<file path="src/design/bkjq_pkg.sv">
`default_nettype none

package bkjq_pkg;

  // Store size; index math wraps modulo DEPTH, so it stays a power of two
  localparam int unsigned DEPTH = 64;
  localparam int unsigned AW    = $clog2(DEPTH);
  localparam int unsigned CW    = $clog2(DEPTH + 1);

  // order_mode codes
  localparam logic [1:0] MODE_FIFO = 2'd0;
  localparam logic [1:0] MODE_LIFO = 2'd1;
  localparam logic [1:0] MODE_PRIO = 2'd2;

  // status codes
  localparam logic [1:0] STATUS_DONE  = 2'd0;
  localparam logic [1:0] STATUS_EMPTY = 2'd1;
  localparam logic [1:0] STATUS_FULL  = 2'd2;

  // operation codes
  localparam logic OP_PUSH = 1'b0;
  localparam logic OP_POP  = 1'b1;

  typedef struct packed {
    logic               operation;
    logic [15:0]        job_handle;
    logic signed [31:0] bound_key;
  } req_t;

  typedef struct packed {
    logic [1:0]         status;
    logic [15:0]        popped_handle;
    logic signed [31:0] popped_key;
    logic [15:0]        min_handle;
    logic signed [31:0] min_key;
    logic [15:0]        max_handle;
    logic signed [31:0] max_key;
    logic [6:0]         entry_count;
    logic               is_empty;
  } res_t;

  typedef struct packed {
    logic [15:0]        handle;
    logic signed [31:0] key;
  } entry_t;

endpackage

`default_nettype wire

</file>
<file path="src/design/bound_keyed_job_queue.sv">
`default_nettype none

// Bound-keyed job queue: holds up to 64 jobs (16-bit handle, signed Q16.16
// key) in a circular buffer memory, slot 0 of the logical order at head.
// Command channel: a word is taken when start is high and busy is low;
// busy stays high through the result strobe. Result channel: done_o is high
// for exactly one cycle with result_o valid; the receiver cannot stall it.
// Config channel: cfg_data_i (order_mode) is written when cfg_valid_i and
// cfg_ready_o are high; write it only while the block is idle.
// The single-read-port memory sets the pace: the search for the insert
// point, the one-step-per-cycle shift and the min/max scan each read one
// entry per cycle; the search and the scan share one signed comparator pair.
// A new command may be taken in the cycle after done_o.
// Reset clears the count, head pointer, order_mode (FIFO) and the
// sequencer; the memory is not cleared, entries beyond the count are
// never read.

module bound_keyed_job_queue (
  input  wire logic          clk_i,
  input  wire logic          rst_ni,
  input  wire logic          start,
  output logic               busy,
  input  wire bkjq_pkg::req_t req_i,
  output logic               done_o,
  output bkjq_pkg::res_t     result_o,
  input  wire logic          cfg_valid_i,
  output logic               cfg_ready_o,
  input  wire logic [1:0]    cfg_data_i
);
  import bkjq_pkg::*;

  typedef enum logic [6:0] {
    ST_IDLE   = 7'b0000001,
    ST_POP_RD = 7'b0000010,
    ST_SEARCH = 7'b0000100,
    ST_SHIFT  = 7'b0001000,
    ST_INSERT = 7'b0010000,
    ST_SCAN   = 7'b0100000,
    ST_DONE   = 7'b1000000
  } state_e;

  state_e state_q, state_d;

  logic [1:0]    order_mode_q;
  logic [AW-1:0] head_q, head_d;
  logic [CW-1:0] count_q, count_d;
  logic [CW-1:0] idx_q, idx_d;
  logic [CW-1:0] pos_q, pos_d;
  logic          rd_stop_q, rd_stop_d;

  // latched command word
  req_t req_q;

  // result fields
  logic [1:0]         status_q, status_d;
  logic [15:0]        pop_h_q, pop_h_d;
  logic signed [31:0] pop_k_q, pop_k_d;
  logic [15:0]        min_h_q, min_h_d;
  logic signed [31:0] min_k_q, min_k_d;
  logic [15:0]        max_h_q, max_h_d;
  logic signed [31:0] max_k_q, max_k_d;

  // memory and its ports
  entry_t        mem_q [DEPTH];
  logic          rd_en;
  logic [CW-1:0] rd_idx;
  entry_t        rdata_q;
  logic [CW-1:0] ridx_q;
  logic          rvalid_q;
  logic          wr_en;
  logic [AW-1:0] wr_phys;
  entry_t        wdata;

  // shared comparators on the read word
  logic signed [31:0] lt_ref;
  logic               rd_lt;
  logic               rd_gt;
  logic [CW-1:0]      last_idx;

  entry_t new_entry;

  assign new_entry.handle = req_q.job_handle;
  assign new_entry.key    = req_q.bound_key;
  assign last_idx         = count_q - CW'(1);

  assign lt_ref = (state_q == ST_SEARCH) ? req_q.bound_key : min_k_q;
  assign rd_lt  = rdata_q.key < lt_ref;
  assign rd_gt  = rdata_q.key > max_k_q;

  // memory: one write, one registered read per cycle
  always_ff @(posedge clk_i) begin
    if (wr_en) begin
      mem_q[wr_phys] <= wdata;
    end
    if (rd_en) begin
      rdata_q <= mem_q[head_q + rd_idx[AW-1:0]];
      ridx_q  <= rd_idx;
    end
  end

  // sequencer
  always_comb begin
    state_d   = state_q;
    head_d    = head_q;
    count_d   = count_q;
    idx_d     = idx_q;
    pos_d     = pos_q;
    rd_stop_d = rd_stop_q;
    status_d  = status_q;
    pop_h_d   = pop_h_q;
    pop_k_d   = pop_k_q;
    min_h_d   = min_h_q;
    min_k_d   = min_k_q;
    max_h_d   = max_h_q;
    max_k_d   = max_k_q;
    rd_en     = 1'b0;
    rd_idx    = idx_q;
    wr_en     = 1'b0;
    wr_phys   = head_q + count_q[AW-1:0];
    wdata     = new_entry;

    unique case (state_q)
      ST_IDLE: begin
        if (start) begin
          status_d = STATUS_DONE;
          pop_h_d  = '0;
          pop_k_d  = '0;
          idx_d    = '0;
          if (req_i.operation == OP_PUSH && count_q == CW'(DEPTH)) begin
            status_d = STATUS_FULL;
            state_d  = ST_SCAN;
          end else if (req_i.operation == OP_POP && count_q == '0) begin
            status_d = STATUS_EMPTY;
            state_d  = ST_SCAN;
          end else if (req_i.operation == OP_POP) begin
            rd_en   = 1'b1;
            rd_idx  = '0;
            state_d = ST_POP_RD;
          end else if (order_mode_q == MODE_LIFO) begin
            wr_en   = 1'b1;
            wr_phys = head_q - AW'(1);
            wdata.handle = req_i.job_handle;
            wdata.key    = req_i.bound_key;
            head_d  = head_q - AW'(1);
            count_d = count_q + CW'(1);
            state_d = ST_SCAN;
          end else if (order_mode_q == MODE_PRIO && count_q != '0) begin
            pos_d   = count_q;
            state_d = ST_SEARCH;
          end else begin
            // back of the store (FIFO, unused mode, or empty priority store)
            wr_en   = 1'b1;
            wdata.handle = req_i.job_handle;
            wdata.key    = req_i.bound_key;
            count_d = count_q + CW'(1);
            state_d = ST_SCAN;
          end
        end
      end

      ST_POP_RD: begin
        pop_h_d = rdata_q.handle;
        pop_k_d = rdata_q.key;
        head_d  = head_q + AW'(1);
        count_d = count_q - CW'(1);
        idx_d   = '0;
        state_d = ST_SCAN;
      end

      // find the first entry whose key is below the new key
      ST_SEARCH: begin
        if (rvalid_q && rd_lt) begin
          pos_d     = ridx_q;
          idx_d     = last_idx;
          rd_stop_d = 1'b0;
          state_d   = ST_SHIFT;
        end else if (rvalid_q && ridx_q == last_idx) begin
          pos_d   = count_q;
          state_d = ST_INSERT;
        end else if (idx_q < count_q) begin
          rd_en = 1'b1;
          idx_d = idx_q + CW'(1);
        end
      end

      // move entries pos..count-1 one slot back, last one first
      ST_SHIFT: begin
        if (!rd_stop_q) begin
          rd_en = 1'b1;
          if (idx_q == pos_q) begin
            rd_stop_d = 1'b1;
          end else begin
            idx_d = idx_q - CW'(1);
          end
        end
        if (rvalid_q) begin
          wr_en   = 1'b1;
          wr_phys = head_q + ridx_q[AW-1:0] + AW'(1);
          wdata   = rdata_q;
          if (ridx_q == pos_q) begin
            state_d = ST_INSERT;
          end
        end
      end

      ST_INSERT: begin
        wr_en   = 1'b1;
        wr_phys = head_q + pos_q[AW-1:0];
        count_d = count_q + CW'(1);
        idx_d   = '0;
        state_d = ST_SCAN;
      end

      // min / max over the held entries, front to back
      ST_SCAN: begin
        if (count_q == '0) begin
          min_h_d = '0;
          min_k_d = '0;
          max_h_d = '0;
          max_k_d = '0;
          state_d = ST_DONE;
        end else begin
          if (rvalid_q) begin
            if (ridx_q == '0) begin
              min_h_d = rdata_q.handle;
              min_k_d = rdata_q.key;
              max_h_d = rdata_q.handle;
              max_k_d = rdata_q.key;
            end else begin
              if (rd_lt) begin
                min_h_d = rdata_q.handle;
                min_k_d = rdata_q.key;
              end
              if (rd_gt) begin
                max_h_d = rdata_q.handle;
                max_k_d = rdata_q.key;
              end
            end
            if (ridx_q == last_idx) begin
              state_d = ST_DONE;
            end
          end
          if (idx_q < count_q) begin
            rd_en = 1'b1;
            idx_d = idx_q + CW'(1);
          end
        end
      end

      ST_DONE: begin
        state_d = ST_IDLE;
      end

      default: begin
        state_d = ST_IDLE;
      end
    endcase
  end

  // control registers
  always_ff @(posedge clk_i or negedge rst_ni) begin
    if (!rst_ni) begin
      state_q      <= ST_IDLE;
      order_mode_q <= MODE_FIFO;
      head_q       <= '0;
      count_q      <= '0;
      idx_q        <= '0;
      pos_q        <= '0;
      rd_stop_q    <= 1'b0;
      rvalid_q     <= 1'b0;
    end else begin
      state_q   <= state_d;
      head_q    <= head_d;
      count_q   <= count_d;
      idx_q     <= idx_d;
      pos_q     <= pos_d;
      rd_stop_q <= rd_stop_d;
      rvalid_q  <= rd_en;
      if (cfg_valid_i && cfg_ready_o) begin
        order_mode_q <= cfg_data_i;
      end
    end
  end

  // payload registers
  always_ff @(posedge clk_i) begin
    if (state_q == ST_IDLE && start) begin
      req_q <= req_i;
    end
    status_q <= status_d;
    pop_h_q  <= pop_h_d;
    pop_k_q  <= pop_k_d;
    min_h_q  <= min_h_d;
    min_k_q  <= min_k_d;
    max_h_q  <= max_h_d;
    max_k_q  <= max_k_d;
  end

  // outputs
  assign busy        = (state_q != ST_IDLE);
  assign cfg_ready_o = 1'b1;
  assign done_o      = (state_q == ST_DONE);

  assign result_o.status        = status_q;
  assign result_o.popped_handle = pop_h_q;
  assign result_o.popped_key    = pop_k_q;
  assign result_o.min_handle    = min_h_q;
  assign result_o.min_key       = min_k_q;
  assign result_o.max_handle    = max_h_q;
  assign result_o.max_key       = max_k_q;
  assign result_o.entry_count   = 7'(count_q);
  assign result_o.is_empty      = (count_q == '0);

endmodule

`default_nettype wire

</file>
<file path="config.mk">
export PLATFORM = sky130hd
export DESIGN_NAME = bound_keyed_job_queue
export DESIGN_NICKNAME = d
export VERILOG_FILES = /design/src/design/bkjq_pkg.sv /design/src/design/bound_keyed_job_queue.sv
export SDC_FILE = /design/constraint.sdc
export NUM_CORES = 2
export LEC_CHECK = 0
export ABC_AREA = 1
export BUFFER_PORTS_ARGS = -buffer_cell sky130_fd_sc_hd__buf_4
export CELL_PAD_IN_SITES_DETAIL_PLACEMENT = 1
export CELL_PAD_IN_SITES_GLOBAL_PLACEMENT = 2
export CORE_UTILIZATION = 30
export DETAILED_ROUTE_END_ITERATION = 8
export PLACE_DENSITY = 0.55
export SYNTH_ARGS = -nofsm -noshare
export SYNTH_HDL_FRONTEND = slang
export SYNTH_SLANG_ARGS = --single-unit
</file>
<file path="constraint.sdc">
create_clock -name clk_i -period 18.4 [get_ports clk_i]
set_clock_uncertainty 0.2 [all_clocks]
set_input_delay 0.92 -clock clk_i [delete_from_list [all_inputs] [get_ports clk_i]]
set_output_delay 0.92 -clock clk_i [all_outputs]
set_load 0.05 [all_outputs]
</file>
==> flow_summary.ini <==
[layout]
ff_latch_area_um2 = 101000
fin_nets = 10400
multi_input_area_um2 = 33400
area_delta_synth_final_pct = 15.7
final_layout_size_suffix_gt1_share_pct = 14.6
final_cells = 16600
final_core_util_pct = 34.9
fillers = 47100

[logic_synthesis]
syn_area_um2 = 137000
synth_fp_nets = 10200
yosysSeqAreaShare_pct = 73.6
netlist_instances = 10100
ys.warnings.count = 0
avgSynthCellArea_um2 = 13.6
synth-seq-cells = 3359
synthArstFlopShare_pct = 1.13
synth_edf_count = 3321
ys_types = 66
synthFlopType = edfxtp_1

[worst_setup_path]
cp_common_cell = inv_1
timing.rr.end = rdata_q[33]
startpoint = count_q[0]
rr_startpoint = count_q[0]
worstSetupPathType = flip-flop to flip-flop
ff2ff_setup_slack_ns = 10.28
worstPathCellList = inv_1, ha_1, nand2_1, nor2_2, inv_1, nor3_2, inv_2, nor2_8, inv_1, nand3_2, nor2_4, nor2_1, ha_4, fa_4, buf_4, buf_12, buf_12, buf_4, o32ai_1, mux2_2, a21oi_1, a32o_1, o21ai_0
cp_top_family = buffers and inverters
crit_end = rdata_q[33]
cp_max_fo = 147
path_buf_inv = 8
cp.required_ns = 18.85
slowest_delay_ns = 1.21
crit_path_end_kind = flip-flop
r2r_cells = 23
start_kind = flip-flop
slowest_stage = fa_4
cp.arrival_ns = 8.56
cp_num_cells = 23

[placed_design]
place_inst = 15800
place_ws_ns = 10.20
gp_congestion = 0.767
port_buffers = 210
dp_hpwl_mm = 275

[drt]
drt_wl_total_mm = 491
drt_pass1_iterations = 7
postRouteAntennaNets = 0
wl_per_cell_um = 29.6
route.detailed.drc = 0
via_per_inst = 5.23
drt_iter0_markers = 6903
via_count = 86600

[timing]
max_freq_mhz = 123
worst_slew_pin_slew_ns = 1.28
tns_ns = 0
finalHoldViolCount = 0
fin_crit_sh_pct = 44.1
rsz0062_at_grt = false
finalSetupViolCount = 0
fin_ws_ns = 10.28
relSlewSlack_pct = 14.6
slew_violations = 0
period_minus_slack_ns = 8.12

[clock_tree]
htreeDepth = 5
cts.sink_count = 3359
clockBufferDepth = 4
clk_latency_ns = 0.96
cts_root_buf = clkbuf_16
numCtsBuffers = 372
post_cts_resize_count = 0
cts_tree = built
path_clk_slew_ns = 0.07

[outcome]
status = completed

[grt]
antenna_found_initial = 15
grt_pass1_wl_mm = 690
grt_pass1_vias = 89300
grt.overflow.total = 0
grt_max_degree = 189
grt_usage_pct = 20.8

[power]
p_leak_nw = 51.2
ir_drop_uv = 145
power_per_cell_area_nw_per_um2 = 188

[floorplan]
core_area_um2 = 453000
dieWidth_um = 677
die_h_um = 677
rows = 247
initial_utilization_pct = 30.2
io_pins = 212
die-area_um2 = 458000

[run]
maxCapViolCount = 0

[worst_hold_path]
hp-class = primary input to flip-flop
## layout make-up
class	count	area share [%]
clock inverter	213	1.14
inverter	224	0.544
tap	5976	4.73
sequential	3359	63.6
clock buffer	465	6.20
multi-input combinational	5812	21.1
antenna	8	0.0127
timing repair buffer	517	2.66
## layer usage
layer  vias to the layer above  global-route usage (%)  routed length [µm]
met3                       627                    2.07               18000
met2                      1707                    35.2              237000
li1                      38100                       -                   -
met1                     46200                    28.6              222000
met5                         -                       0                  10
met4                         2                    5.58               13900
## registers in the layout, summed over array words and instances (netlist names), 16 cells and up
register	cells
mem_q	3072
max_h_q	16
new_entry	48
max_k_q	32
rdata_q	48
pop_h_q	16
min_k_q	32
pop_k_q	32
min_h_q	16
## synthesized netlist by cell type, types with 10 or more instances
master    count  share of area (%)
xor2_1       42               0.27
edfxtp_1   3321                 73
inv_1       204               0.56
inv_2        19              0.052
dfrtp_1      37               0.68
mux2_2      384                3.2
nand3_1      29               0.11
mux2i_1      10              0.073
nor3_1       15              0.055
a21oi_1     145               0.53
a22oi_1      46               0.25
a32oi_1      48               0.31
nand2_2      15              0.069
buf_2       117               0.43
xnor2_1      17               0.11
clkbuf_1    489                1.3
a32o_1       48               0.35
nor2_1     2528                6.9
buf_1        54               0.15
o21ai_0     901                3.3
nand4_1      23               0.11
ha_1         95               0.87
o32ai_1     768                4.9
nand2_1     595                1.6
## how the worst min path moves through the flow
| stage | startpoint | to | slack (ns) | depth (start not counted) |
|---|---|---|---|---|
| global route | start | state_q[0] | 0.12 | 4 |
| finish | req_i[48] | state_q[1] | 0.15 | 3 |
| global placement | rd_stop_q | rd_stop_q | 0.31 | 2 |
| floorplan | rd_stop_q | rd_stop_q | 0.29 | 2 |
| CTS | req_i[48] | state_q[1] | 0.06 | 3 |
| detailed placement | rd_stop_q | rd_stop_q | 0.31 | 2 |
## per-stage QoR
step	total power, mW	hold WS, ns	area, µm²
after floorplan	18.1	0.286	137000
after global placement	22.6	0.312	146000
after detailed placement	22.9	0.314	146000
after CTS	30.2	0.0556	158000
after global routing	31.3	0.119	158000
final	29.8	0.153	158000
## worst min-delay path, stage by stage
cell     delay, ns
buf_4         0.14
nand3_2       0.11
nor2_1        0.07
## repair_timing
item,in CTS,in global routing
hold endpoints to repair,87,0
buffers inserted,0,0
hold buffers,52,0
## cells by family (layout without fill, tap and decap cells)
logic type | after synthesis | in the layout | share of synthesized area (%)
xor gates and xnor gates | 60 | 60 | 0.390
and+or+nand+nor | 3245 | 3245 | 9.20
other | 1 | 9 | 0.00274
AOI/OAI and AO/OA | 2013 | 2013 | 9.98
adders and majority gates | 99 | 99 | 0.928
muxes | 394 | 394 | 3.24
buffers and inverters | 897 | 1419 | 2.62
DFF | 3359 | 3359 | 73.6
## cells in the final DEF (no fill, tap or decap), types with 37 or more instances in the layout
| cell | instances |
|---|---|
| a21oi_1 | 145 |
| a22oi_1 | 46 |
| a32o_1 | 48 |
| a32oi_1 | 48 |
| buf_4 | 449 |
| clkbuf_1 | 86 |
| clkbuf_16 | 379 |
| clkinv_1 | 92 |
| clkinv_2 | 60 |
| dfrtp_1 | 37 |
| dlygate4sd3_1 | 52 |
| edfxtp_1 | 3321 |
| ha_1 | 94 |
| inv_1 | 201 |
| mux2_2 | 384 |
| nand2_1 | 568 |
| nand2_2 | 39 |
| nor2_1 | 2463 |
| nor2_4 | 71 |
| o21ai_0 | 880 |
| o32ai_1 | 768 |
| xor2_1 | 41 |
## where the power goes
part	total (mW)	internal (mW)	switching (mW)
registers	10.7	10.3	0.394
clock network	7.29	4.14	3.15
logic	11.8	3.38	8.45
No activity file was read; power rests on OpenSTA's default activity.
